**src/sv/assert_macros.svh**
```systemverilog
// Assertion macros shared by the vertex update RTL.
// Used by the controller and the datapath; clocked on clk_i, disabled in reset.
`ifndef ASSERT_MACROS_SVH
`define ASSERT_MACROS_SVH
`ifndef SYNTH
`define KVU_ASSERT(lbl, prop, msg) \
  lbl: assert property (@(posedge clk_i) disable iff (!rst_ni) prop) else $error(msg);
`define KVU_ASSERT_NEXT(lbl, ante, cons, msg) \
  lbl: assert property (@(posedge clk_i) disable iff (!rst_ni) (ante) |=> (cons)) \
    else $error(msg);
`else
`define KVU_ASSERT(lbl, prop, msg)
`define KVU_ASSERT_NEXT(lbl, ante, cons, msg)
`endif
`endif

```
**src/sv/kvu_pkg.sv**
```systemverilog
// Types, constants, micro-program and fixed point helpers of the vertex update.
// No dependencies; imported by every module of the block.
package kvu_pkg;

  typedef enum logic [3:0] {
    OP_LD, OP_ADD, OP_SUB, OP_MUL, OP_DIV, OP_CHKZ, OP_CLU, OP_CLS,
    OP_WX, OP_WY, OP_WXX, OP_WXY, OP_WYY
  } op_e;

  typedef enum logic [2:0] {
    S_IDLE, S_READ, S_EXEC, S_WAIT, S_EMIT
  } ctrl_state_e;

  typedef logic [4:0] ridx_t;
  typedef logic [5:0] pc_t;

  // Scratch register file slots
  localparam ridx_t R_PX  = 5'd0;
  localparam ridx_t R_PY  = 5'd1;
  localparam ridx_t R_CXX = 5'd2;
  localparam ridx_t R_CXY = 5'd3;
  localparam ridx_t R_CYY = 5'd4;
  localparam ridx_t R_NS  = 5'd5;
  localparam ridx_t R_XR  = 5'd6;
  localparam ridx_t R_MM  = 5'd7;
  localparam ridx_t R_QM  = 5'd8;
  localparam ridx_t R_ME  = 5'd9;
  localparam ridx_t R_QE  = 5'd10;
  localparam ridx_t R_T0  = 5'd11;
  localparam ridx_t R_T1  = 5'd12;
  localparam ridx_t R_T2  = 5'd13;
  localparam ridx_t R_RV  = 5'd14;
  localparam ridx_t R_U0  = 5'd15;
  localparam ridx_t R_U1  = 5'd16;
  localparam ridx_t R_S   = 5'd17;
  localparam ridx_t R_IN  = 5'd18;
  localparam ridx_t R_K0  = 5'd19;
  localparam ridx_t R_K1  = 5'd20;
  localparam ridx_t R_NXX = 5'd21;
  localparam ridx_t R_NXY = 5'd22;
  localparam ridx_t R_NYY = 5'd23;
  localparam int    RF_DEPTH = 24;

  localparam logic [1:0] CFG_SLOPE_REF = 2'd0;
  localparam logic [1:0] CFG_X_REF     = 2'd1;
  localparam logic [1:0] CFG_SEED_X    = 2'd2;
  localparam logic [1:0] CFG_SEED_Y    = 2'd3;

  localparam pc_t PROG_LAST = 6'd58;
  localparam int  DIV_BITS  = 90;
  localparam int  DIV_CW    = $clog2(DIV_BITS + 1);

  localparam logic [47:0] SEED_COV = 48'd167772160000;
  localparam logic signed [63:0] S64_MAX = 64'sh7FFF_FFFF_FFFF_FFFF;
  localparam logic signed [63:0] S64_MIN = 64'sh8000_0000_0000_0000;
  localparam logic signed [63:0] U48_MAX = 64'sh0000_FFFF_FFFF_FFFF;
  localparam logic signed [63:0] S48_MAX = 64'sh0000_7FFF_FFFF_FFFF;
  localparam logic signed [63:0] S48_MIN = 64'shFFFF_8000_0000_0000;

  typedef struct packed {
    op_e   op;
    ridx_t dst;
    ridx_t a;
    ridx_t b;
  } uop_t;

  typedef struct packed {
    logic capture;
    logic rd_en;
    logic go;
    logic load_out;
    uop_t uop;
  } dp_cmd_t;

  typedef struct packed {
    logic busy;
  } dp_stat_t;

  typedef struct packed {
    logic signed [31:0] slope_ref;
    logic signed [31:0] x_ref;
    logic signed [31:0] seed_x;
    logic signed [31:0] seed_y;
  } cfg_t;

  function automatic logic [63:0] magn(input logic signed [63:0] v);
    return v[63] ? 64'(-v) : 64'(v);
  endfunction

  function automatic logic signed [63:0] from_mag(input logic hi_nz, input logic [63:0] m,
                                                  input logic neg);
    logic signed [63:0] r;
    if (hi_nz) r = neg ? S64_MIN : S64_MAX;
    else if (neg) r = m[63] ? S64_MIN : -$signed(m);
    else r = m[63] ? S64_MAX : $signed(m);
    return r;
  endfunction

  function automatic logic signed [63:0] sat_add(input logic signed [63:0] a,
                                                 input logic signed [63:0] b);
    logic signed [64:0] s;
    s = {a[63], a} + {b[63], b};
    if (s[64] != s[63]) return s[64] ? S64_MIN : S64_MAX;
    return s[63:0];
  endfunction

  function automatic logic signed [63:0] sat_sub(input logic signed [63:0] a,
                                                 input logic signed [63:0] b);
    logic signed [64:0] s;
    s = {a[63], a} - {b[63], b};
    if (s[64] != s[63]) return s[64] ? S64_MIN : S64_MAX;
    return s[63:0];
  endfunction

  function automatic logic signed [31:0] to_q16(input logic signed [63:0] v);
    logic [64:0] t;
    logic [56:0] m;
    logic signed [31:0] r;
    t = {1'b0, magn(v)} + 65'h80;
    m = t[64:8];
    if (v[63]) r = (m > 57'h8000_0000) ? 32'sh8000_0000 : -$signed(m[31:0]);
    else r = (m > 57'h7FFF_FFFF) ? 32'sh7FFF_FFFF : $signed(m[31:0]);
    return r;
  endfunction

  function automatic uop_t mk(input op_e op, input ridx_t d, input ridx_t a, input ridx_t b);
    uop_t u;
    u.op = op; u.dst = d; u.a = a; u.b = b;
    return u;
  endfunction

  // Micro-program of one update
  function automatic uop_t prog_row(input pc_t pc);
    uop_t u;
    unique case (pc)
      6'd0:  u = mk(OP_LD, R_PX, R_PX, R_PX);
      6'd1:  u = mk(OP_LD, R_PY, R_PY, R_PY);
      6'd2:  u = mk(OP_LD, R_CXX, R_CXX, R_CXX);
      6'd3:  u = mk(OP_LD, R_CXY, R_CXY, R_CXY);
      6'd4:  u = mk(OP_LD, R_CYY, R_CYY, R_CYY);
      6'd5:  u = mk(OP_LD, R_NS, R_NS, R_NS);
      6'd6:  u = mk(OP_LD, R_XR, R_XR, R_XR);
      6'd7:  u = mk(OP_LD, R_MM, R_MM, R_MM);
      6'd8:  u = mk(OP_LD, R_QM, R_QM, R_QM);
      6'd9:  u = mk(OP_LD, R_ME, R_ME, R_ME);
      6'd10: u = mk(OP_LD, R_QE, R_QE, R_QE);
      6'd11: u = mk(OP_CHKZ, R_T0, R_ME, R_ME);
      6'd12: u = mk(OP_CHKZ, R_T0, R_QE, R_QE);
      6'd13: u = mk(OP_MUL, R_T0, R_QE, R_QE);
      6'd14: u = mk(OP_MUL, R_T1, R_XR, R_XR);
      6'd15: u = mk(OP_MUL, R_T2, R_ME, R_ME);
      6'd16: u = mk(OP_MUL, R_T1, R_T1, R_T2);
      6'd17: u = mk(OP_ADD, R_RV, R_T0, R_T1);
      6'd18: u = mk(OP_MUL, R_T0, R_CXX, R_CYY);
      6'd19: u = mk(OP_MUL, R_T1, R_CXY, R_CXY);
      6'd20: u = mk(OP_SUB, R_T0, R_T0, R_T1);
      6'd21: u = mk(OP_CHKZ, R_T0, R_T0, R_T0);
      6'd22: u = mk(OP_MUL, R_T0, R_NS, R_CXX);
      6'd23: u = mk(OP_ADD, R_U0, R_T0, R_CXY);
      6'd24: u = mk(OP_MUL, R_T0, R_NS, R_CXY);
      6'd25: u = mk(OP_ADD, R_U1, R_T0, R_CYY);
      6'd26: u = mk(OP_MUL, R_T0, R_NS, R_U0);
      6'd27: u = mk(OP_ADD, R_T0, R_T0, R_U1);
      6'd28: u = mk(OP_ADD, R_S, R_T0, R_RV);
      6'd29: u = mk(OP_CHKZ, R_T0, R_S, R_S);
      6'd30: u = mk(OP_MUL, R_T0, R_XR, R_MM);
      6'd31: u = mk(OP_ADD, R_T0, R_QM, R_T0);
      6'd32: u = mk(OP_MUL, R_T1, R_NS, R_PX);
      6'd33: u = mk(OP_ADD, R_T1, R_T1, R_PY);
      6'd34: u = mk(OP_SUB, R_IN, R_T0, R_T1);
      6'd35: u = mk(OP_DIV, R_K0, R_U0, R_S);
      6'd36: u = mk(OP_DIV, R_K1, R_U1, R_S);
      6'd37: u = mk(OP_MUL, R_T0, R_K0, R_IN);
      6'd38: u = mk(OP_ADD, R_PX, R_PX, R_T0);
      6'd39: u = mk(OP_MUL, R_T0, R_K1, R_IN);
      6'd40: u = mk(OP_ADD, R_PY, R_PY, R_T0);
      6'd41: u = mk(OP_MUL, R_T0, R_K0, R_U0);
      6'd42: u = mk(OP_SUB, R_T0, R_CXX, R_T0);
      6'd43: u = mk(OP_CLU, R_NXX, R_T0, R_T0);
      6'd44: u = mk(OP_MUL, R_T0, R_K0, R_U1);
      6'd45: u = mk(OP_SUB, R_T0, R_CXY, R_T0);
      6'd46: u = mk(OP_CLS, R_NXY, R_T0, R_T0);
      6'd47: u = mk(OP_MUL, R_T0, R_K1, R_U1);
      6'd48: u = mk(OP_SUB, R_T0, R_CYY, R_T0);
      6'd49: u = mk(OP_CLU, R_NYY, R_T0, R_T0);
      6'd50: u = mk(OP_MUL, R_T0, R_NXX, R_NYY);
      6'd51: u = mk(OP_MUL, R_T1, R_NXY, R_NXY);
      6'd52: u = mk(OP_SUB, R_T0, R_T0, R_T1);
      6'd53: u = mk(OP_CHKZ, R_T0, R_T0, R_T0);
      6'd54: u = mk(OP_WX, R_T0, R_PX, R_PX);
      6'd55: u = mk(OP_WY, R_T0, R_PY, R_PY);
      6'd56: u = mk(OP_WXX, R_T0, R_NXX, R_NXX);
      6'd57: u = mk(OP_WXY, R_T0, R_NXY, R_NXY);
      6'd58: u = mk(OP_WYY, R_T0, R_NYY, R_NYY);
      default: u = mk(OP_CHKZ, R_T0, R_T0, R_T0);
    endcase
    return u;
  endfunction

endpackage

```
**src/sv/kvu_ctrl.sv**
```systemverilog
// Controller: steps the micro-program and runs both handshakes.
// Depends on kvu_pkg and assert_macros.svh.
`include "assert_macros.svh"
module kvu_ctrl
  import kvu_pkg::*;
(
  input  logic     clk_i,
  input  logic     rst_ni,
  input  logic     in_valid_i,
  output logic     in_stall_o,
  output logic     out_valid_o,
  input  logic     out_stall_i,
  output dp_cmd_t  cmd_o,
  input  dp_stat_t stat_i
);

  ctrl_state_e state_q, state_d;
  pc_t         pc_q, pc_d;
  logic        out_valid_q, out_valid_d;

  assign in_stall_o  = (state_q != S_IDLE);
  assign out_valid_o = out_valid_q;

  always_ff @(posedge clk_i or negedge rst_ni) begin
    if (!rst_ni) begin
      state_q     <= S_IDLE;
      pc_q        <= '0;
      out_valid_q <= 1'b0;
    end else begin
      state_q     <= state_d;
      pc_q        <= pc_d;
      out_valid_q <= out_valid_d;
    end
  end

  always_comb begin
    state_d        = state_q;
    pc_d           = pc_q;
    cmd_o          = '0;
    cmd_o.uop      = prog_row(pc_q);
    unique case (state_q)
      S_IDLE: begin
        if (in_valid_i) begin
          cmd_o.capture = 1'b1;
          pc_d          = '0;
          state_d       = S_READ;
        end
      end
      S_READ: begin
        cmd_o.rd_en = 1'b1;
        state_d     = S_EXEC;
      end
      S_EXEC: begin
        cmd_o.go = 1'b1;
        state_d  = S_WAIT;
      end
      S_WAIT: begin
        if (!stat_i.busy) begin
          if (pc_q == PROG_LAST) begin
            state_d = S_EMIT;
          end else begin
            pc_d    = pc_q + 6'd1;
            state_d = S_READ;
          end
        end
      end
      S_EMIT: begin
        // hold until the output word has gone
        if (!out_valid_q || !out_stall_i) begin
          cmd_o.load_out = 1'b1;
          state_d        = S_IDLE;
        end
      end
      default: state_d = S_IDLE;
    endcase
  end

  always_comb begin
    out_valid_d = out_valid_q;
    if (cmd_o.load_out) out_valid_d = 1'b1;
    else if (out_valid_q && !out_stall_i) out_valid_d = 1'b0;
  end

  `KVU_ASSERT_NEXT(a_go_single, cmd_o.go, !cmd_o.go, "operation issued twice")
  `KVU_ASSERT(a_no_overwrite, cmd_o.load_out |-> (!out_valid_q || !out_stall_i), "output overwritten")
  `KVU_ASSERT(a_pc_range, (state_q != S_IDLE) |-> (pc_q <= PROG_LAST), "program counter out of range")

endmodule

```
**config.mk**
```make
export PLATFORM = sky130hd
export DESIGN_NAME = kvu_ctrl
export DESIGN_NICKNAME = d
export VERILOG_FILES = /design/src/sv/kvu_pkg.sv /design/src/sv/kvu_ctrl.sv
export VERILOG_INCLUDE_DIRS = /design/src /design/src/sv
export SDC_FILE = /design/constraint.sdc
export NUM_CORES = 1
export LEC_CHECK = 0
export ABC_AREA = 0
export BUFFER_PORTS_ARGS = -buffer_cell sky130_fd_sc_hd__buf_2
export CAP_MARGIN = 20
export CORE_MARGIN = 2
export CORE_UTILIZATION = 40
export CTS_CLUSTER_DIAMETER = 60
export DETAILED_ROUTE_END_ITERATION = 7
export GPL_ROUTABILITY_DRIVEN = 0
export PLACE_DENSITY_LB_ADDON = 0.2
export SKIP_LAST_GASP = 1
export SLEW_MARGIN = 20
export SYNTH_ARGS = -nofsm -noshare
export SYNTH_HDL_FRONTEND = slang
export SYNTH_SLANG_ARGS = --single-unit
```
**constraint.sdc**
```tcl
create_clock -name clk_i -period 4.5 [get_ports clk_i]
set_input_delay 0.9 -clock clk_i [delete_from_list [all_inputs] [get_ports clk_i]]
set_output_delay 0.9 -clock clk_i [all_outputs]
set_load 0.1 [all_outputs]
```
======== After elaboration in Yosys (flattened, before gate mapping) ========
Memory sizes are Yosys's and may differ from the RTL's.
Cells that the tools add are included.
cells by class
  add/sub/neg operators ................... 1
  eq/ne operators ......................... 9
  multiplexer cells ....................... 17
  reduce and logical (&&, ||, !) cells .... 10
operators with widths
  cell                                            count
  two-way mux 6 bit                               3
  case mux 3 bit (5 select lines)                 1
  two-way mux 3 bit                               4
  case mux 6 bit (2 select lines)                 1
  two-way mux 1 bit                               8
  != test 2 bit (second input constant)           4
  adder 6 x 1 -> 6 bit (second input constant)    1
  == test 3 x 2 -> 1 bit (second input constant)  2
  == test 6 bit (second input constant)           1
  AND reduction 4 bit                             1
  nonzero test 2 bit                              2
  == test 3 x 1 -> 1 bit (second input constant)  1
  == test 3 bit (second input constant)           1
  zero test 3 bit                                 1
  AND reduction 3 bit                             1
  nonzero test 3 bit                              1
  zero test 1 bit                                 2
  logical AND 1 bit                               1
  logical OR 1 bit                                1
storage, ports and cells
  register bits after elaboration ......... 10
  ROM bits ................................ 1216
  output and inout bits ................... 25
  memories ................................ 1
memory list
  name              depth  width  read ports  clocked after Yosys merged registers in  wr ports  RTL line        source
  (name not given)  64     19     1           0                                        0         kvu_pkg.sv:135  unique case (pc)

======== Depth between registers and ports, before layout ========
  depth after elaboration ................. 5
  mapped depth ............................ 9
  depth with buffers taken out ............ 6

======== Worst setup path before layout ========
OpenSTA, ideal clock, no wires.
  path type ............................... flip-flop to output port
  start point ............................. reg pc_q[1]
  end point ............................... out cmd_o[2] (netlist bit)
  data arrival time ....................... 3.896 ns
  setup slack ............................. -0.296 ns
  cell stages (with the launch flop) ...... 8
  buffers on the path ..................... 1
  cell sequence ........................... dfrtp_1 inv_1 ha_1 buf_2 nor2b_1 o211ai_1 a22o_1 a222oi_1
RTL lines
  element                   RTL line        source
  start: declaration        kvu_ctrl.sv:18  pc_t pc_q, pc_d;
  start signal: assignment  kvu_ctrl.sv:31  pc_q <= pc_d;
  end: declaration          kvu_ctrl.sv:13  output dp_cmd_t cmd_o,

==> reports/metrics.csv <==
metric,value,unit
Sink Count,10,
Critical Path RT,3.60,ns
first-pass GRT wire length,10.7,mm
Non-Filler Instances,372,
CTS H-tree lvls,1,
DR pass1 iterations,4,
Synth Area per Inst,7.38,µm²
largest cells by area after synthesis,"dfrtp_1, ha_1, a21oi_1",
final slew viol count,0,
CP Launch Type,flip-flop,
grt ovf,0,
max_slew headroom,44.1,%
register area,253,µm²
Die Ht,77.5,µm
Placement Setup Slack,1.17,ns
Die X,77.5,µm
Post-synth top cells,"a21oi_1, nand2_1, buf_2, ha_1",
period utilization,80.3,%
fill count,530,
post-route worst setup slack,0.885,ns
outcome,"finished, final reports clean",
worst hold slack,0.510,ns
WP data arrival,2.71,ns
pin count of the biggest net entering global routing,27,
FMAX,0.277,GHz
area grow syn2layout,11.0,%
worst reg2reg path depth,5,
ys async rst share,100,%
Final #Nets,326,
share of cells above drive strength 1,23.2,%
Via density,6.10,
Antenna Cells,0,
"Hold Vio Cnt, Final",0,
final setup violation count,0,
Core ar.,5170,µm²
initial antenna violation count,0,
Yosys cell types,60,
clock latency on the worst-skew pair,0.24,ns
cts repair resizes,0,
critical path capture point type,output port,
unrepaired setup endpoints after global routing,no,
Tot GR Track Use,21.5,%
die area,6010,µm²
post-CTS setup buffers,0,
CTS tree,yes,
Num CTS Buffers,3,
Post-DRT Antenna Nets,0,
starting density of the core,41.8,%
post-DP HPWL,4.56,mm
post-synthesis sequential area ratio,11.6,%
Final min period,3.61,ns
syn_nets,316,
Ys Warns,0,
Hold Path Class,in -> async,
Total Wirelength,6.40,mm
IO Pins,30,
Layout Skew,0.00107,ns
Max Root-Sink Buffers,2,
synthesized area,2160,µm²
Initial DRC Count,366,
Synth Flop Type,dfrtp_1,
Yosys top cell area share,11.6,%
most common cell in the netlist,a21oi_1,
drt drc,0,
Core Rows,26,
number of synthesized flops with an enable pin,0,
Cells after Synth,293,
Worst Tran Pin Value,0.838,ns
clock-pin slew on the worst setup and hold paths,0.05,ns
Multi-input gate area,1770,µm²
root buffer cell,clkbuf_8,
crit path kind,reg -> out,
vias in the first global route,2048,
Post-Place Cells,368,
"Max FO, Critical Path",24,
Seq cells post-synth,10,
PortBufs,29,
Synth area leader,dfrtp_1,
max-cap violation count,0,
WL per Instance,17.2,µm
hold buffer count at cts,0,
Via Count,2270,
sequential cells by signal (all words and copies together), names as in the netlist:
| name | count |
|---|---|
| state_q | 3 |
| out_valid_o | 1 |
| pc_q | 6 |
through the flow:
| stage | instance area (µm²) | util [%] | setup TNS (ns) |
|---|---|---|---|
| floorplan | 2240 | - | -0.122 |
| global placement | 2350 | 45.4 | 0 |
| detailed placement | 2350 | 45.4 | 0 |
| CTS | 2400 | 46.4 | 0 |
| global route | 2400 | 46.4 | 0 |
| finish | 2400 | 46.4 | 0 |
routing by layer:
| layer | vias to the layer above | GRT usage [%] | routed length (µm) |
|---|---|---|---|
| met5 | - | 0 | 0 |
| met4 | 0 | 4.29 | 53 |
| met3 | 7 | 1.98 | 293 |
| met2 | 71 | 33.7 | 2910 |
| met1 | 1074 | 32.1 | 3140 |
| li1 | 1118 | - | - |
final timing paths:
| kind | startpoint | end | slack (ns) |
|---|---|---|---|
| max | pc_q[2]$_DFFE_PN0P_ | cmd_o[11] | 0.89 |
| max in group asynchronous | rst_ni | pc_q[1]$_DFFE_PN0P_ | 3.78 |
| max reg2reg | pc_q[2]$_DFFE_PN0P_ | pc_q[5]$_DFFE_PN0P_ | 2.33 |
| min reg2reg | out_valid_o$_DFFE_PN0P_ | out_valid_o$_DFFE_PN0P_ | 0.53 |
| min in group clk_i | out_valid_o$_DFFE_PN0P_ | out_valid_o$_DFFE_PN0P_ | 0.53 |
| min | rst_ni | state_q[1]$_DFFE_PN0P_ | 0.51 |
worst max-delay path, stage by stage (launching register included):
cell	delay [ns]
dfrtp_1	0.81
inv_2	0.30
ha_1	0.36
mux2_4	0.26
mux4_2	0.44
buf_2	0.30
logic make-up (layout without fill, tap and decap cells):
family	Yosys count	after routing	share of synthesized area, %
flops	10	10	11.6
compound gates	115	115	36.5
mux	15	15	9.14
simple gates	95	95	23.4
fa+ha+maj	18	18	10.4
buf+inv	40	49	8.96
layout make-up:
class | count | share of cell area (%)
repair buffers | 36 | 8.23
multi-input cells | 243 | 73.7
well taps | 70 | 3.65
clock buffers | 4 | 2.29
inverters | 9 | 1.62
flip-flops and latches | 10 | 10.5
cell usage in the layout, fill, tap and decap left out, types with 3 or more instances in the layout:
cell type / Yosys / final
buf_2: 19 / 29
a21oi_1: 26 / 26
nand2_1: 24 / 24
nor2_1: 15 / 15
o21ai_0: 15 / 15
ha_1: 18 / 14
nor2b_1: 11 / 11
nand2b_1: 9 / 9
dfrtp_1: 10 / 8
mux2i_1: 7 / 7
o211ai_1: 7 / 7
nor3_1: 7 / 7
buf_4: 3 / 7
a31oi_1: 6 / 6
a211oi_1: 6 / 6
nand3_1: 6 / 6
o221ai_1: 6 / 6
o21a_1: 5 / 5
a21o_1: 5 / 5
o21ai_1: 4 / 4
and2_1: 4 / 4
inv_1: 6 / 4
o22ai_1: 4 / 4
o31a_1: 4 / 4
or2_2: 4 / 4
mux2_2: 4 / 4
a22o_1: 4 / 4
ha_4: 0 / 4
clkbuf_8: 0 / 4
inv_2: 3 / 3
and3_1: 3 / 3
mux4_2: 3 / 3
a211o_1: 3 / 3
nand3b_1: 3 / 3
o22a_1: 3 / 3
Power is not shown: default switching activity piles up to over one toggle a cycle in this logic, so the estimate is an artifact.
