$ cat src/sv/assert_macros.svh
// Assertion macros shared by the vertex update RTL.
// Used by the controller and the datapath; clocked on clk_i, disabled in reset.
`ifndef ASSERT_MACROS_SVH
`define ASSERT_MACROS_SVH
`ifndef SYNTH
`define KVU_ASSERT(lbl, prop, msg) \
  lbl: assert property (@(posedge clk_i) disable iff (!rst_ni) prop) else $error(msg);
`define KVU_ASSERT_NEXT(lbl, ante, cons, msg) \
  lbl: assert property (@(posedge clk_i) disable iff (!rst_ni) (ante) |=> (cons)) \
    else $error(msg);
`else
`define KVU_ASSERT(lbl, prop, msg)
`define KVU_ASSERT_NEXT(lbl, ante, cons, msg)
`endif
`endif

$ cat src/sv/kvu_pkg.sv
// Types, constants, micro-program and fixed point helpers of the vertex update.
// No dependencies; imported by every module of the block.
package kvu_pkg;

  typedef enum logic [3:0] {
    OP_LD, OP_ADD, OP_SUB, OP_MUL, OP_DIV, OP_CHKZ, OP_CLU, OP_CLS,
    OP_WX, OP_WY, OP_WXX, OP_WXY, OP_WYY
  } op_e;

  typedef enum logic [2:0] {
    S_IDLE, S_READ, S_EXEC, S_WAIT, S_EMIT
  } ctrl_state_e;

  typedef logic [4:0] ridx_t;
  typedef logic [5:0] pc_t;

  // Scratch register file slots
  localparam ridx_t R_PX  = 5'd0;
  localparam ridx_t R_PY  = 5'd1;
  localparam ridx_t R_CXX = 5'd2;
  localparam ridx_t R_CXY = 5'd3;
  localparam ridx_t R_CYY = 5'd4;
  localparam ridx_t R_NS  = 5'd5;
  localparam ridx_t R_XR  = 5'd6;
  localparam ridx_t R_MM  = 5'd7;
  localparam ridx_t R_QM  = 5'd8;
  localparam ridx_t R_ME  = 5'd9;
  localparam ridx_t R_QE  = 5'd10;
  localparam ridx_t R_T0  = 5'd11;
  localparam ridx_t R_T1  = 5'd12;
  localparam ridx_t R_T2  = 5'd13;
  localparam ridx_t R_RV  = 5'd14;
  localparam ridx_t R_U0  = 5'd15;
  localparam ridx_t R_U1  = 5'd16;
  localparam ridx_t R_S   = 5'd17;
  localparam ridx_t R_IN  = 5'd18;
  localparam ridx_t R_K0  = 5'd19;
  localparam ridx_t R_K1  = 5'd20;
  localparam ridx_t R_NXX = 5'd21;
  localparam ridx_t R_NXY = 5'd22;
  localparam ridx_t R_NYY = 5'd23;
  localparam int    RF_DEPTH = 24;

  localparam logic [1:0] CFG_SLOPE_REF = 2'd0;
  localparam logic [1:0] CFG_X_REF     = 2'd1;
  localparam logic [1:0] CFG_SEED_X    = 2'd2;
  localparam logic [1:0] CFG_SEED_Y    = 2'd3;

  localparam pc_t PROG_LAST = 6'd58;
  localparam int  DIV_BITS  = 90;
  localparam int  DIV_CW    = $clog2(DIV_BITS + 1);

  localparam logic [47:0] SEED_COV = 48'd167772160000;
  localparam logic signed [63:0] S64_MAX = 64'sh7FFF_FFFF_FFFF_FFFF;
  localparam logic signed [63:0] S64_MIN = 64'sh8000_0000_0000_0000;
  localparam logic signed [63:0] U48_MAX = 64'sh0000_FFFF_FFFF_FFFF;
  localparam logic signed [63:0] S48_MAX = 64'sh0000_7FFF_FFFF_FFFF;
  localparam logic signed [63:0] S48_MIN = 64'shFFFF_8000_0000_0000;

  typedef struct packed {
    op_e   op;
    ridx_t dst;
    ridx_t a;
    ridx_t b;
  } uop_t;

  typedef struct packed {
    logic capture;
    logic rd_en;
    logic go;
    logic load_out;
    uop_t uop;
  } dp_cmd_t;

  typedef struct packed {
    logic busy;
  } dp_stat_t;

  typedef struct packed {
    logic signed [31:0] slope_ref;
    logic signed [31:0] x_ref;
    logic signed [31:0] seed_x;
    logic signed [31:0] seed_y;
  } cfg_t;

  function automatic logic [63:0] magn(input logic signed [63:0] v);
    return v[63] ? 64'(-v) : 64'(v);
  endfunction

  function automatic logic signed [63:0] from_mag(input logic hi_nz, input logic [63:0] m,
                                                  input logic neg);
    logic signed [63:0] r;
    if (hi_nz) r = neg ? S64_MIN : S64_MAX;
    else if (neg) r = m[63] ? S64_MIN : -$signed(m);
    else r = m[63] ? S64_MAX : $signed(m);
    return r;
  endfunction

  function automatic logic signed [63:0] sat_add(input logic signed [63:0] a,
                                                 input logic signed [63:0] b);
    logic signed [64:0] s;
    s = {a[63], a} + {b[63], b};
    if (s[64] != s[63]) return s[64] ? S64_MIN : S64_MAX;
    return s[63:0];
  endfunction

  function automatic logic signed [63:0] sat_sub(input logic signed [63:0] a,
                                                 input logic signed [63:0] b);
    logic signed [64:0] s;
    s = {a[63], a} - {b[63], b};
    if (s[64] != s[63]) return s[64] ? S64_MIN : S64_MAX;
    return s[63:0];
  endfunction

  function automatic logic signed [31:0] to_q16(input logic signed [63:0] v);
    logic [64:0] t;
    logic [56:0] m;
    logic signed [31:0] r;
    t = {1'b0, magn(v)} + 65'h80;
    m = t[64:8];
    if (v[63]) r = (m > 57'h8000_0000) ? 32'sh8000_0000 : -$signed(m[31:0]);
    else r = (m > 57'h7FFF_FFFF) ? 32'sh7FFF_FFFF : $signed(m[31:0]);
    return r;
  endfunction

  function automatic uop_t mk(input op_e op, input ridx_t d, input ridx_t a, input ridx_t b);
    uop_t u;
    u.op = op; u.dst = d; u.a = a; u.b = b;
    return u;
  endfunction

  // Micro-program of one update
  function automatic uop_t prog_row(input pc_t pc);
    uop_t u;
    unique case (pc)
      6'd0:  u = mk(OP_LD, R_PX, R_PX, R_PX);
      6'd1:  u = mk(OP_LD, R_PY, R_PY, R_PY);
      6'd2:  u = mk(OP_LD, R_CXX, R_CXX, R_CXX);
      6'd3:  u = mk(OP_LD, R_CXY, R_CXY, R_CXY);
      6'd4:  u = mk(OP_LD, R_CYY, R_CYY, R_CYY);
      6'd5:  u = mk(OP_LD, R_NS, R_NS, R_NS);
      6'd6:  u = mk(OP_LD, R_XR, R_XR, R_XR);
      6'd7:  u = mk(OP_LD, R_MM, R_MM, R_MM);
      6'd8:  u = mk(OP_LD, R_QM, R_QM, R_QM);
      6'd9:  u = mk(OP_LD, R_ME, R_ME, R_ME);
      6'd10: u = mk(OP_LD, R_QE, R_QE, R_QE);
      6'd11: u = mk(OP_CHKZ, R_T0, R_ME, R_ME);
      6'd12: u = mk(OP_CHKZ, R_T0, R_QE, R_QE);
      6'd13: u = mk(OP_MUL, R_T0, R_QE, R_QE);
      6'd14: u = mk(OP_MUL, R_T1, R_XR, R_XR);
      6'd15: u = mk(OP_MUL, R_T2, R_ME, R_ME);
      6'd16: u = mk(OP_MUL, R_T1, R_T1, R_T2);
      6'd17: u = mk(OP_ADD, R_RV, R_T0, R_T1);
      6'd18: u = mk(OP_MUL, R_T0, R_CXX, R_CYY);
      6'd19: u = mk(OP_MUL, R_T1, R_CXY, R_CXY);
      6'd20: u = mk(OP_SUB, R_T0, R_T0, R_T1);
      6'd21: u = mk(OP_CHKZ, R_T0, R_T0, R_T0);
      6'd22: u = mk(OP_MUL, R_T0, R_NS, R_CXX);
      6'd23: u = mk(OP_ADD, R_U0, R_T0, R_CXY);
      6'd24: u = mk(OP_MUL, R_T0, R_NS, R_CXY);
      6'd25: u = mk(OP_ADD, R_U1, R_T0, R_CYY);
      6'd26: u = mk(OP_MUL, R_T0, R_NS, R_U0);
      6'd27: u = mk(OP_ADD, R_T0, R_T0, R_U1);
      6'd28: u = mk(OP_ADD, R_S, R_T0, R_RV);
      6'd29: u = mk(OP_CHKZ, R_T0, R_S, R_S);
      6'd30: u = mk(OP_MUL, R_T0, R_XR, R_MM);
      6'd31: u = mk(OP_ADD, R_T0, R_QM, R_T0);
      6'd32: u = mk(OP_MUL, R_T1, R_NS, R_PX);
      6'd33: u = mk(OP_ADD, R_T1, R_T1, R_PY);
      6'd34: u = mk(OP_SUB, R_IN, R_T0, R_T1);
      6'd35: u = mk(OP_DIV, R_K0, R_U0, R_S);
      6'd36: u = mk(OP_DIV, R_K1, R_U1, R_S);
      6'd37: u = mk(OP_MUL, R_T0, R_K0, R_IN);
      6'd38: u = mk(OP_ADD, R_PX, R_PX, R_T0);
      6'd39: u = mk(OP_MUL, R_T0, R_K1, R_IN);
      6'd40: u = mk(OP_ADD, R_PY, R_PY, R_T0);
      6'd41: u = mk(OP_MUL, R_T0, R_K0, R_U0);
      6'd42: u = mk(OP_SUB, R_T0, R_CXX, R_T0);
      6'd43: u = mk(OP_CLU, R_NXX, R_T0, R_T0);
      6'd44: u = mk(OP_MUL, R_T0, R_K0, R_U1);
      6'd45: u = mk(OP_SUB, R_T0, R_CXY, R_T0);
      6'd46: u = mk(OP_CLS, R_NXY, R_T0, R_T0);
      6'd47: u = mk(OP_MUL, R_T0, R_K1, R_U1);
      6'd48: u = mk(OP_SUB, R_T0, R_CYY, R_T0);
      6'd49: u = mk(OP_CLU, R_NYY, R_T0, R_T0);
      6'd50: u = mk(OP_MUL, R_T0, R_NXX, R_NYY);
      6'd51: u = mk(OP_MUL, R_T1, R_NXY, R_NXY);
      6'd52: u = mk(OP_SUB, R_T0, R_T0, R_T1);
      6'd53: u = mk(OP_CHKZ, R_T0, R_T0, R_T0);
      6'd54: u = mk(OP_WX, R_T0, R_PX, R_PX);
      6'd55: u = mk(OP_WY, R_T0, R_PY, R_PY);
      6'd56: u = mk(OP_WXX, R_T0, R_NXX, R_NXX);
      6'd57: u = mk(OP_WXY, R_T0, R_NXY, R_NXY);
      6'd58: u = mk(OP_WYY, R_T0, R_NYY, R_NYY);
      default: u = mk(OP_CHKZ, R_T0, R_T0, R_T0);
    endcase
    return u;
  endfunction

endpackage

$ cat src/sv/kvu_cfg.sv
// APB register bank: slope_ref, x_ref, seed_x, seed_y.
// Depends on kvu_pkg.
module kvu_cfg
  import kvu_pkg::*;
(
  input  logic        clk_i,
  input  logic        rst_ni,
  input  logic        psel,
  input  logic        penable,
  input  logic        pwrite,
  input  logic [3:0]  paddr,
  input  logic [31:0] pwdata,
  output logic [31:0] prdata,
  output logic        pready,
  output cfg_t        cfg_o
);

  cfg_t cfg_q;
  logic wr_en;

  assign pready = 1'b1;
  assign wr_en  = psel & penable & pwrite;
  assign cfg_o  = cfg_q;

  always_ff @(posedge clk_i or negedge rst_ni) begin
    if (!rst_ni) begin
      cfg_q <= '0;
    end else if (wr_en) begin
      unique case (paddr[3:2])
        CFG_SLOPE_REF: cfg_q.slope_ref <= pwdata;
        CFG_X_REF:     cfg_q.x_ref     <= pwdata;
        CFG_SEED_X:    cfg_q.seed_x    <= pwdata;
        CFG_SEED_Y:    cfg_q.seed_y    <= pwdata;
        default:       cfg_q           <= cfg_q;
      endcase
    end
  end

  always_comb begin
    unique case (paddr[3:2])
      CFG_SLOPE_REF: prdata = cfg_q.slope_ref;
      CFG_X_REF:     prdata = cfg_q.x_ref;
      CFG_SEED_X:    prdata = cfg_q.seed_x;
      CFG_SEED_Y:    prdata = cfg_q.seed_y;
      default:       prdata = '0;
    endcase
  end

endmodule

$ cat config.mk
export PLATFORM = sky130hd
export DESIGN_NAME = kvu_cfg
export DESIGN_NICKNAME = d
export VERILOG_FILES = /design/src/sv/assert_macros.svh /design/src/sv/kvu_pkg.sv /design/src/sv/kvu_cfg.sv
export SDC_FILE = /design/constraint.sdc
export NUM_CORES = 1
export LEC_CHECK = 0
export BUFFER_PORTS_ARGS = -buffer_cell sky130_fd_sc_hd__buf_4
export CORE_MARGIN = 2
export CORE_UTILIZATION = 40
export DETAILED_ROUTE_END_ITERATION = 8
export PLACE_DENSITY = 0.72
export SETUP_SLACK_MARGIN = 0.4
export SLEW_MARGIN = 10
export SYNTH_ARGS = -nofsm -noshare
export SYNTH_HDL_FRONTEND = slang
export SYNTH_SLANG_ARGS = --single-unit
$ cat constraint.sdc
create_clock -name clk_i -period 2.05 [get_ports clk_i]
set_clock_uncertainty 0.1 [all_clocks]
set_input_delay 0.41 -clock clk_i [delete_from_list [all_inputs] [get_ports clk_i]]
set_output_delay 0.41 -clock clk_i [all_outputs]
set_load 0.01 [all_outputs]
== After elaboration in Yosys (flattened, before gate mapping) ==
Cells that the tools add are included.

* Memories kept: 0
* Input bits: 41
* RAM bits: 0
* Register bits after elaboration: 128
* Bits in latches: 0
* ROM bits: 0

* Order comparisons: 0
* Mux-type cells: 1
* Shift-type cells: 0
* Reduce and logical (&&, ||, !) cells: 5
* Eq/ne operators: 3
* Add/sub/neg operators: 0
* Bitwise logic cells: 2
* Multiply operators: 0
* Div/mod/pow operators: 0

{| class="wikitable"
|+ Operators by type and width
! cell !! number
|-
| 32-bit case mux with 4 select lines || 1
|-
| 2-bit AND reduction || 4
|-
| 2-bit equality test (second input constant) || 2
|-
| 1-bit bitwise AND || 2
|-
| 2-bit by 1-bit equality test with 1-bit output (second input constant) || 1
|-
| 2-bit zero test || 1
|}

== Depth between registers and ports, before layout ==
Gate-level depths: netlist of run 1.

* Word-level depth: 3
* Depth in mapped cells: 6
* Depth with buffers taken out: 3

== Least setup slack after synthesis of run 1 ==
No wires, ideal clock.

* Path type: input -> output
* Start: in paddr[2]
* End: out prdata[0]
* Setup slack: 0.129 ns
* Buffers on the path: 2
* Arrival: 1.411 ns
* Stages on the path: 3
* Required time: 1.540 ns
* Cells stage by stage: buf_4 -> buf_2 -> mux4_2

* Cells in the longest elaborated chain, start to end: 2
* Elaborated cells on any way between the ends: 5
* Those cells by class: eq/ne (3); mux (1); reduce/logical (1)

{| class="wikitable"
|+ RTL lines
! what !! RTL line !! text
|-
| start: declaration || kvu_cfg.sv:11 || <nowiki>input logic [3:0] paddr,</nowiki>
|-
| 2-bit equality test (tied with other cells) || kvu_cfg.sv:40 || <nowiki>unique case (paddr[3:2])</nowiki>
|-
| 32-bit case mux with 4 select lines * || kvu_cfg.sv:40 ||
|-
| end: declaration || kvu_cfg.sv:13 || <nowiki>output logic [31:0] prdata,</nowiki>
|}

Every way passes the cells marked *; elsewhere a longest branch is shown, timed or not.

== Worst setup path in the final report of run 1 ==
* Start: reg cfg_q, in the netlist cfg_o[0]
* End: out prdata[0]

* Cells in the longest elaborated chain, start to end: 1

{| class="wikitable"
|+ RTL lines
! what !! RTL line !! text
|-
| start: declaration || kvu_cfg.sv:18 || <nowiki>cfg_t cfg_q;</nowiki>
|-
| start signal: assignment || kvu_cfg.sv:34 || <nowiki>default: cfg_q <= cfg_q;</nowiki>
|-
| 32-bit case mux with 4 select lines || kvu_cfg.sv:40 ||
|}

No other way between the ends.

==> summary.md, run 1 <==
| Metric | Value |
|---|---|
| Status | finished, final reports clean |
| Share of cells above drive strength 1 | 79.0% |
| Die Footprint | 15100 sq um |
| Total negative slack | 0 ps |
| NumNets Final | 705 |
| Grt total ovfl | 0 |
| Cell variety after synth | 17 |
| Die H | 123 um |
| Clock Tree Buf Depth | 2 |
| Crit path DAT | 1440 ps |
| Switching pwr | 2.88 mW |
| Post-synth top area cell | dfrtp_1 |
| # fillers | 959 |
| Tot GR Track Use | 21.7% |
| Syn Nets | 360 |
| Routed wire per std cell | 18.9 um |
| First-pass GRT wire length | 24300 um |
| Worst EP required | 1540 ps |
| Critical Path Start Type | register |
| Clk_lat worst skew | 410 ps |
| Mapped Area | 5660 sq um |
| Hold Path Stages | 2 |
| Worst R2R Start | cfg_o[10] |
| Yosys Warn Count | 0 |
| Hold Fails Final Rpt | 0 |
| Hold endpoint | cfg_o[8] |
| DP HPWL | 10000 um |
| Most frequent cells in the layout | buf_4, dfrtp_1, mux2_2 |
| Reg clk slew, reported paths | 60 ps |
| Sw Ratio | 26.9% |
| Fmax | 0.512 GHz |
| CTS tree | yes |
| Synth Area per Inst | 17.7 sq um |
| PortBufs | 198 |
| I/O pin total | 202 |
| Slew Viols, Final | 0 |
| Die X | 123 um |
| Vias per cell | 4.91 |
| Area Growth Syn to Fin | 64.2% |
| Clk Tree Root Cell | clkbuf_16 |
| RSZ-0062 raised after global routing | yes |
| Fin cells | 857 |
| Fin util | 67.2% |
| # rows | 43 |
| Endpoint class of the critical path | output pin |
| Pre-Repair DR Iteration Count | 4 |
| Antenna violations before repair | 0 |
| Final RePlAce weighted congestion | 0.706 |
| Routed Wire Length | 16200 um |
| Worst setup margin | 98.4 ps |
| PwrDens | 1150 nW/um^2 |
| R2R cell count | 3 |
| CTS Buf Count | 17 |
| Final period utilization | 95.2% |
| Inst Count DP | 693 |
| Reg-to-reg slack, setup | 900 ps |
| Largest net degree at the start of global routing | 54 |
| Number of H-tree levels | 4 |
| Clock power frac | 30.0% |
| FF+latch count, synth | 128 |
| Post-layout min period | 1950 ps |
| Hold Crit Start | pwdata[8] |
| Post-synthesis sequential area ratio | 56.6% |
| Via count | 4205 |
| Post-Synthesis Cells | 319 |
| DP Worst Slack | 88.8 ps |
| Sequential share of power | 32.4% |
| Top cells by area, synth | dfrtp_1, mux2_2, mux4_2 |
| Starting Density | 40.9% |
| Largest register FFs | 128 |
| Comb pwr share | 37.6% |
| Int Power | 7.82 mW |
| Min-delay worst type | primary input to register |
| MaxCap Viol Count | 0 |
| Worst VDD drop | 1.03 mV |
| Reg-to-Reg End | cfg_o[10] |
| Clock Sink Count | 128 |
| Crit Path Max Fanout | 3 |
| Most common cell after layout, fill and taps aside | buf_4 |
| DR iter-0 viols | 149 |
| Yosys top cell area share | 56.6% |
| Number of global-route vias before repair | 4557 |
| Setup-failing EPs final | 0 |
| Critical Setup Path Class | register to output pin |
| Final hold slack | 142 ps |
| Ant diodes | 0 |
| Core area | 13800 sq um |
| # DRC | 0 |
| Number of antenna-violating nets in the routed design | 0 |
| P_leak | 4.63 nW |
## power groups by stage
stage / Sequential, mW / Clock [mW] / Combinational (mW)
2_1_floorplan: 3.81 / 0 / 1.05
3_3_place_gp: 3.61 / 0 / 2.79
3_5_place_dp: 3.65 / 0 / 2.83
4_1_cts: 3.45 / 3.27 / 3.88
5_1_grt: 3.53 / 3.37 / 4.29
6_report: 3.47 / 3.21 / 4.02
## per-layer routing
metal | track usage, % | part of all wire [%] | up-vias
met5 | 0 | 0 | -
met3 | 6.23 | 5.9 | 14
met1 | 25.9 | 40 | 2172
met2 | 38.1 | 54 | 127
li1 | - | - | 1892
met4 | 6.47 | 0.97 | 0
## metrics by stage
stage	area, sq um	total power, mW
after floorplan	5750	4.86
after global placement	7520	6.40
after detailed placement	7520	6.48
after CTS	9120	10.6
after global routing	9290	11.2
final	9290	10.7
## synthesized netlist by cell type
cell and instances:
nand4_1 1, mux2_1 8, or2_1 1, mux2_4 30
nand3_1 1, nor3_2 1, clkbuf_1 4, or3_1 1
mux2_2 90, mux4_2 32, dfrtp_1 128, conb_1 1
buf_6 3, inv_2 1, buf_4 3, nor2_1 1
buf_2 13
## timing repair
item,in CTS,in global routing
setup endpoints to repair,32,32
hold buffers,1,0
cloned,1,0
hold endpoints to repair,27,0
buffers inserted,110,20
gates resized for setup,29,6
## worst max-delay path, cell delays in order (launching register included)
cell,delay [ps]
dfrtp_1,400
mux4_2,490
buf_6,140
## cell type report
type                            instances  area, sq um  share of cell area [%]
Sequential cell                       128         3200                    34.5
Timing Repair Buffer                  349         2900                    31.2
Multi-Input combinational cell        167         2330                    25.1
Clock buffer                           22          474                    5.10
Tap cell                              180          225                    2.42
Clock inverter                         10          158                    1.70
Inverter                                1         3.75                  0.0404
## cells by family after synthesis
family	synth area share, %
mux	40.2
flops	56.6
buf+inv	2.48
simple gates	0.663
other cells	0.0663
## how the worst max path moves through the flow
| stage | to | startpoint | cells after the start |
|---|---|---|---|
| finish | prdata[0] | cfg_o[0] | 2 |
| detailed placement | prdata[4] | paddr[2] | 4 |
| floorplan | cfg_o[65] | paddr[2] | 6 |
| global route | prdata[10] | cfg_o[42] | 2 |
| CTS | prdata[0] | cfg_o[0] | 2 |
| global placement | prdata[4] | paddr[2] | 4 |
Power figures use the tool's default switching activity.
==> inputs of run 2 (changes only) <==
--- a/config.mk
+++ b/config.mk
@@ -7,9 +7,9 @@
 export LEC_CHECK = 0
 export BUFFER_PORTS_ARGS = -buffer_cell sky130_fd_sc_hd__buf_4
 export CORE_MARGIN = 2
-export CORE_UTILIZATION = 40
+export CORE_UTILIZATION = 50
 export DETAILED_ROUTE_END_ITERATION = 8
-export PLACE_DENSITY = 0.72
+export PLACE_DENSITY = 0.85
 export SETUP_SLACK_MARGIN = 0.4
 export SLEW_MARGIN = 10
 export SYNTH_ARGS = -nofsm -noshare
==> run 2 against run 1 <==
Against the previous run:
- via count increased by 7.8%
- final area rose by 0.43%
- flip-flop and latch count unchanged
- worst setup slack worse by 22 ps
- hold slack got worse by 3.0 ps
- die area fell by 19%
- combinational power is 6.5% higher
- clock power down 3%
- non-clock buffer count increased by 19
- wire length grew 14%
- fmax is 1.1% lower
- largest cell class unchanged
==> summary.md, run 2 (synthesized netlist as in run 1, its figures left out) <==
| Metric | Value |
|---|---|
| Status | finished, final reports clean |
| Worst VDD drop | 0.707 mV |
| DR iter-0 viols | 210 |
| Number of H-tree levels | 4 |
| Endpoint class of the critical path | output pin |
| Hold Fails Final Rpt | 0 |
| Total negative slack | 0 ps |
| Die Footprint | 12200 sq um |
| Most common cell after layout, fill and taps aside | buf_4 |
| NumNets Final | 724 |
| Worst EP required | 1540 ps |
| Final period utilization | 96.3% |
| I/O pin total | 202 |
| Hold Path Stages | 2 |
| R2R cell count | 3 |
| # rows | 38 |
| Die H | 110 um |
| # fillers | 505 |
| Die X | 110 um |
| MaxCap Viol Count | 0 |
| Routed wire per std cell | 22.0 um |
| Vias per cell | 5.43 |
| Clock Sink Count | 128 |
| Clk Tree Root Cell | clkbuf_16 |
| Routed Wire Length | 18400 um |
| Wire length on met2 | 9950 um |
| Via count | 4533 |
| Starting Density | 51.8% |
| Grt total ovfl | 0 |
| Largest register FFs | 128 |
| RSZ-0062 raised after global routing | yes |
| First-pass GRT wire length | 26000 um |
| Antenna violations before repair | 0 |
| Largest net degree at the start of global routing | 52 |
| DP HPWL | 9820 um |
| Number of global-route vias before repair | 4779 |
| Reg clk slew, reported paths | 60 ps |
| Fmax | 0.507 GHz |
| P_leak | 4.69 nW |
| Core area | 10900 sq um |
| Slew Viols, Final | 0 |
| Area Growth Syn to Fin | 64.9% |
| Ant diodes | 0 |
| # DRC | 0 |
| CTS Buf Count | 17 |
| Critical Path Start Type | register |
| PwrDens | 1170 nW/um^2 |
| Final hold slack | 139 ps |
| Number of antenna-violating nets in the routed design | 0 |
| Clock Tree Buf Depth | 2 |
| CTS tree | yes |
| Critical Setup Path Class | register to output pin |
| Crit path DAT | 1460 ps |
| Wl on met1 | 6740 um |
| Met3 wire length | 1220 um |
| Post-layout min period | 1970 ps |
| Share of cells above drive strength 1 | 79.9% |
| Most frequent cells in the layout | buf_4, dfrtp_1, mux2_2 |
| Max Used Layer | met4 |
| PortBufs | 198 |
| Pre-Repair DR Iteration Count | 4 |
| Tot GR Track Use | 29.7% |
| Clk_lat worst skew | 410 ps |
| Min-delay worst type | primary input to register |
| Crit Path Max Fanout | 2 |
| Setup-failing EPs final | 0 |
| Final RePlAce weighted congestion | 0.783 |
-- run 2: cell count changes in the layout (fill, tap and decap cells not counted), moves of 2 or more --
cell and change:
clkbuf_1 -2, clkbuf_8 -2, clkinvlp_4 +2, clkinv_4 +2, buf_12 -5, buf_6 +3
buf_4 +19
-- run 2: cell type report --
cell class | instances | area [sq um] | area share, %
sequential | 128 | 3200 | 34.3
timing repair buffer | 368 | 3010 | 32.3
multi-input combinational | 167 | 2330 | 25.0
clock buffer | 18 | 439 | 4.71
tap | 140 | 175 | 1.88
clock inverter | 13 | 164 | 1.76
inverter | 1 | 3.75 | 0.0402
-- run 2: worst max-delay path: stages, from the launching register on --
cell	delay, ps
dfrtp_1	400
mux4_2	500
buf_6	140
-- run 2: worst paths after layout --
| path | slack, ps | to | from |
|---|---|---|---|
| setup / recovery | 80 | prdata[2] | cfg_o[98] |
| max in group asynchronous | 850 | cfg_o[84] | rst_ni |
| hold / removal | 140 | cfg_o[122] | pwdata[26] |
| min in group asynchronous | 370 | cfg_o[41] | rst_ni |
| setup reg to reg | 840 | cfg_o[10] | cfg_o[10] |
| hold reg to reg | 440 | cfg_o[60] | cfg_o[60] |
-- run 2: power breakdown --
| part | switching [mW] | leakage, nW | internal (mW) | total (mW) |
|---|---|---|---|---|
| Combinational | 1.59 | 2.83 | 2.68 | 4.28 |
| Clock | 1.17 | 0.292 | 1.94 | 3.11 |
| Sequential | 0.373 | 1.57 | 3.12 | 3.49 |
-- run 2: metrics by stage --
step           util (%)  instances  instance area, sq um  setup slack, ps  total power [mW]
2_1_floorplan         -        319                  5750              331              4.86
3_3_place_gp       67.7        653                  7400             72.7              6.36
3_5_place_dp       67.7        653                  7400             65.8              6.47
4_1_cts            82.8        802                  9060             86.4              10.5
5_1_grt            85.3        835                  9330             46.6              11.3
6_report           85.3        835                  9330             76.1              10.9
-- run 2: repair_timing --
action	4_1_cts	5_1_grt
gates cloned	2	0
endpoints found under the setup margin	32	34
hold endpoints to repair	29	0
gates resized for setup	35	6
hold buffers	1	0
setup buffers	115	33
-- run 2: routing by layer --
metal  global-route usage [%]  up-vias
li1                         -     1922
met1                     34.5     2361
met2                     51.9      214
met3                     7.41       36
met4                     13.8        0
met5                        0        -
==> inputs of run 3 (changes only) <==
--- a/config.mk
+++ b/config.mk
@@ -7,9 +7,9 @@
 export LEC_CHECK = 0
 export BUFFER_PORTS_ARGS = -buffer_cell sky130_fd_sc_hd__buf_4
 export CORE_MARGIN = 2
-export CORE_UTILIZATION = 50
+export CORE_UTILIZATION = 45
 export DETAILED_ROUTE_END_ITERATION = 8
-export PLACE_DENSITY = 0.85
+export PLACE_DENSITY = 0.78
 export SETUP_SLACK_MARGIN = 0.4
 export SLEW_MARGIN = 10
 export SYNTH_ARGS = -nofsm -noshare
==> run 3 against run 2 <==
Against the previous run:
- via count shrank 3.9%
- global-route usage down 4.3 points
- combinational power decreased by 5.6%
- hold slack improved by 4.0 ps
- critical path depth is the same
- non-clock buffer count shrank 22
- critical endpoint is now prdata[0]
==> summary.md, run 3 (synthesized netlist as in run 1, its figures left out) <==
| Metric | Value |
|---|---|
| Status | finished, final reports clean |
| Number of H-tree levels | 4 |
| Die Footprint | 13500 sq um |
| Clock Tree Buf Depth | 2 |
| Multi-input gate area | 2330 sq um |
| Via count | 4354 |
| # fillers | 738 |
| Routed Wire Length | 17000 um |
| P_leak | 4.56 nW |
| Clk Tree Root Cell | clkbuf_16 |
| Largest net degree at the start of global routing | 57 |
| # rows | 40 |
| Grt total ovfl | 0 |
| Area Growth Syn to Fin | 61.7% |
| DR iter-0 viols | 252 |
| Slew Viols, Final | 0 |
| Ant diodes | 0 |
| DP HPWL | 9860 um |
| Worst setup margin | 90.3 ps |
| Hold Fails Final Rpt | 0 |
| Reg-to-Reg End | cfg_o[10] |
| Min-delay worst type | primary input to register |
| Final RePlAce weighted congestion | 0.776 |
| Largest register FFs | 128 |
| Crit path launch | cfg_o[0] |
| Reg-to-reg slack, setup | 850 ps |
| Switching pwr | 2.93 mW |
| Critical Setup Path Class | register to output pin |
| # DRC | 0 |
| Crit path DAT | 1450 ps |
| Critical Path Start Type | register |
| Number of global-route vias before repair | 4704 |
| PwrDens | 1140 nW/um^2 |
| Hold Crit Start | pwdata[3] |
| Number of antenna-violating nets in the routed design | 0 |
| RSZ-0062 raised after global routing | yes |
| Routed wire per std cell | 20.3 um |
| Share of cells above drive strength 1 | 78.6% |
| Sequential standard cell area | 3200 sq um |
| Sw Ratio | 28.0% |
| Endpoint class of the critical path | output pin |
| Pre-Repair DR Iteration Count | 4 |
| Final period utilization | 95.6% |
| Clk_lat worst skew | 410 ps |
| Fin util | 75.3% |
| Worst VDD drop | 0.599 mV |
| Crit path capture | prdata[0] |
| First-pass GRT wire length | 25200 um |
| CTS tree | yes |
| Most common cell after layout, fill and taps aside | buf_4 |
| Clock Sink Count | 128 |
| Total negative slack | 0 ps |
| I/O pin total | 202 |
| Tot GR Track Use | 25.4% |
| Fmax | 0.510 GHz |
| Vias per cell | 5.18 |
| Die H | 116 um |
| R2R cell count | 3 |
| CTS Buf Count | 17 |
| Antenna violations before repair | 0 |
| Most frequent cells in the layout | buf_4, dfrtp_1, mux2_2 |
| Int Power | 7.54 mW |
| Worst EP required | 1540 ps |
| DP Worst Slack | 81.5 ps |
| Die X | 116 um |
| Setup-failing EPs final | 0 |
| Clock power frac | 27.8% |
| Post-layout min period | 1960 ps |
| Core area | 12200 sq um |
| Sequential share of power | 33.6% |
| Reg clk slew, reported paths | 50 ps |
| Crit Path Max Fanout | 2 |
| Worst R2R Start | cfg_o[10] |
| NumNets Final | 702 |
| Comb pwr share | 38.6% |
| PortBufs | 198 |
| Starting Density | 46.5% |
| MaxCap Viol Count | 0 |
[run 3: cell count changes in the layout (fill, tap and decap cells not counted), sizes merged]
cell and change:
buf -22, clkinvlp -1, bufinv -1, inv -1, clkinv -4, clkbuf +6
[run 3: how the worst min path moves through the flow]
stage | slack, ps | cells past startpoint | endpoint
after floorplan | 10 | 0 | cfg_o[0]
after global routing | 140 | 2 | cfg_o[89]
after CTS | 120 | 2 | cfg_o[3]
after global placement | 170 | 1 | cfg_o[105]
final | 140 | 2 | cfg_o[3]
after detailed placement | 170 | 1 | cfg_o[73]
[run 3: metrics by stage]
stage               hold slack [ps]  cells  area, sq um  power, mW
floorplan                      14.4    319         5750       4.86
global placement                173    680         7470       6.37
detailed placement              174    680         7470       6.48
CTS                             121    815         8960       10.3
global route                    138    840         9150       10.9
finish                          143    840         9150       10.5
[run 3: final cells by class]
cell class	count	share of cell area [%]
timing repair buffer	346	31.0
tap	168	2.30
clock inverter	6	0.902
inverter	1	0.0410
multi-input combinational	167	25.5
clock buffer	24	5.26
sequential	128	35.0
[run 3: per-layer routing]
metal  share of wire (%)  vias up  GRT usage (%)
li1                    -     1879              -
met1                  38     2268           30.6
met2                  54      176           44.1
met3                 5.2       31           5.35
met4                 2.3        0           12.0
met5                   0        -              0
[run 3: power groups by stage]
stage	Combinational (mW)	Clock [mW]	Sequential, mW
2_1_floorplan	1.05	0	3.81
3_3_place_gp	2.75	0	3.62
3_5_place_dp	2.82	0	3.66
4_1_cts	3.84	2.94	3.48
5_1_grt	4.27	3.06	3.57
6_report	4.04	2.91	3.52
[run 3: timing repair]
item | CTS | global route
hold endpoints to repair | 10 | 0
endpoints found under the setup margin | 32 | 32
gates cloned | 1 | 0
setup buffers | 103 | 25
gates resized for setup | 33 | 0
hold buffers | 1 | 0
[run 3: critical path, cell delays in order (launching register included)]
cell     delay [ps]
dfrtp_1         400
mux4_2          480
buf_4           160
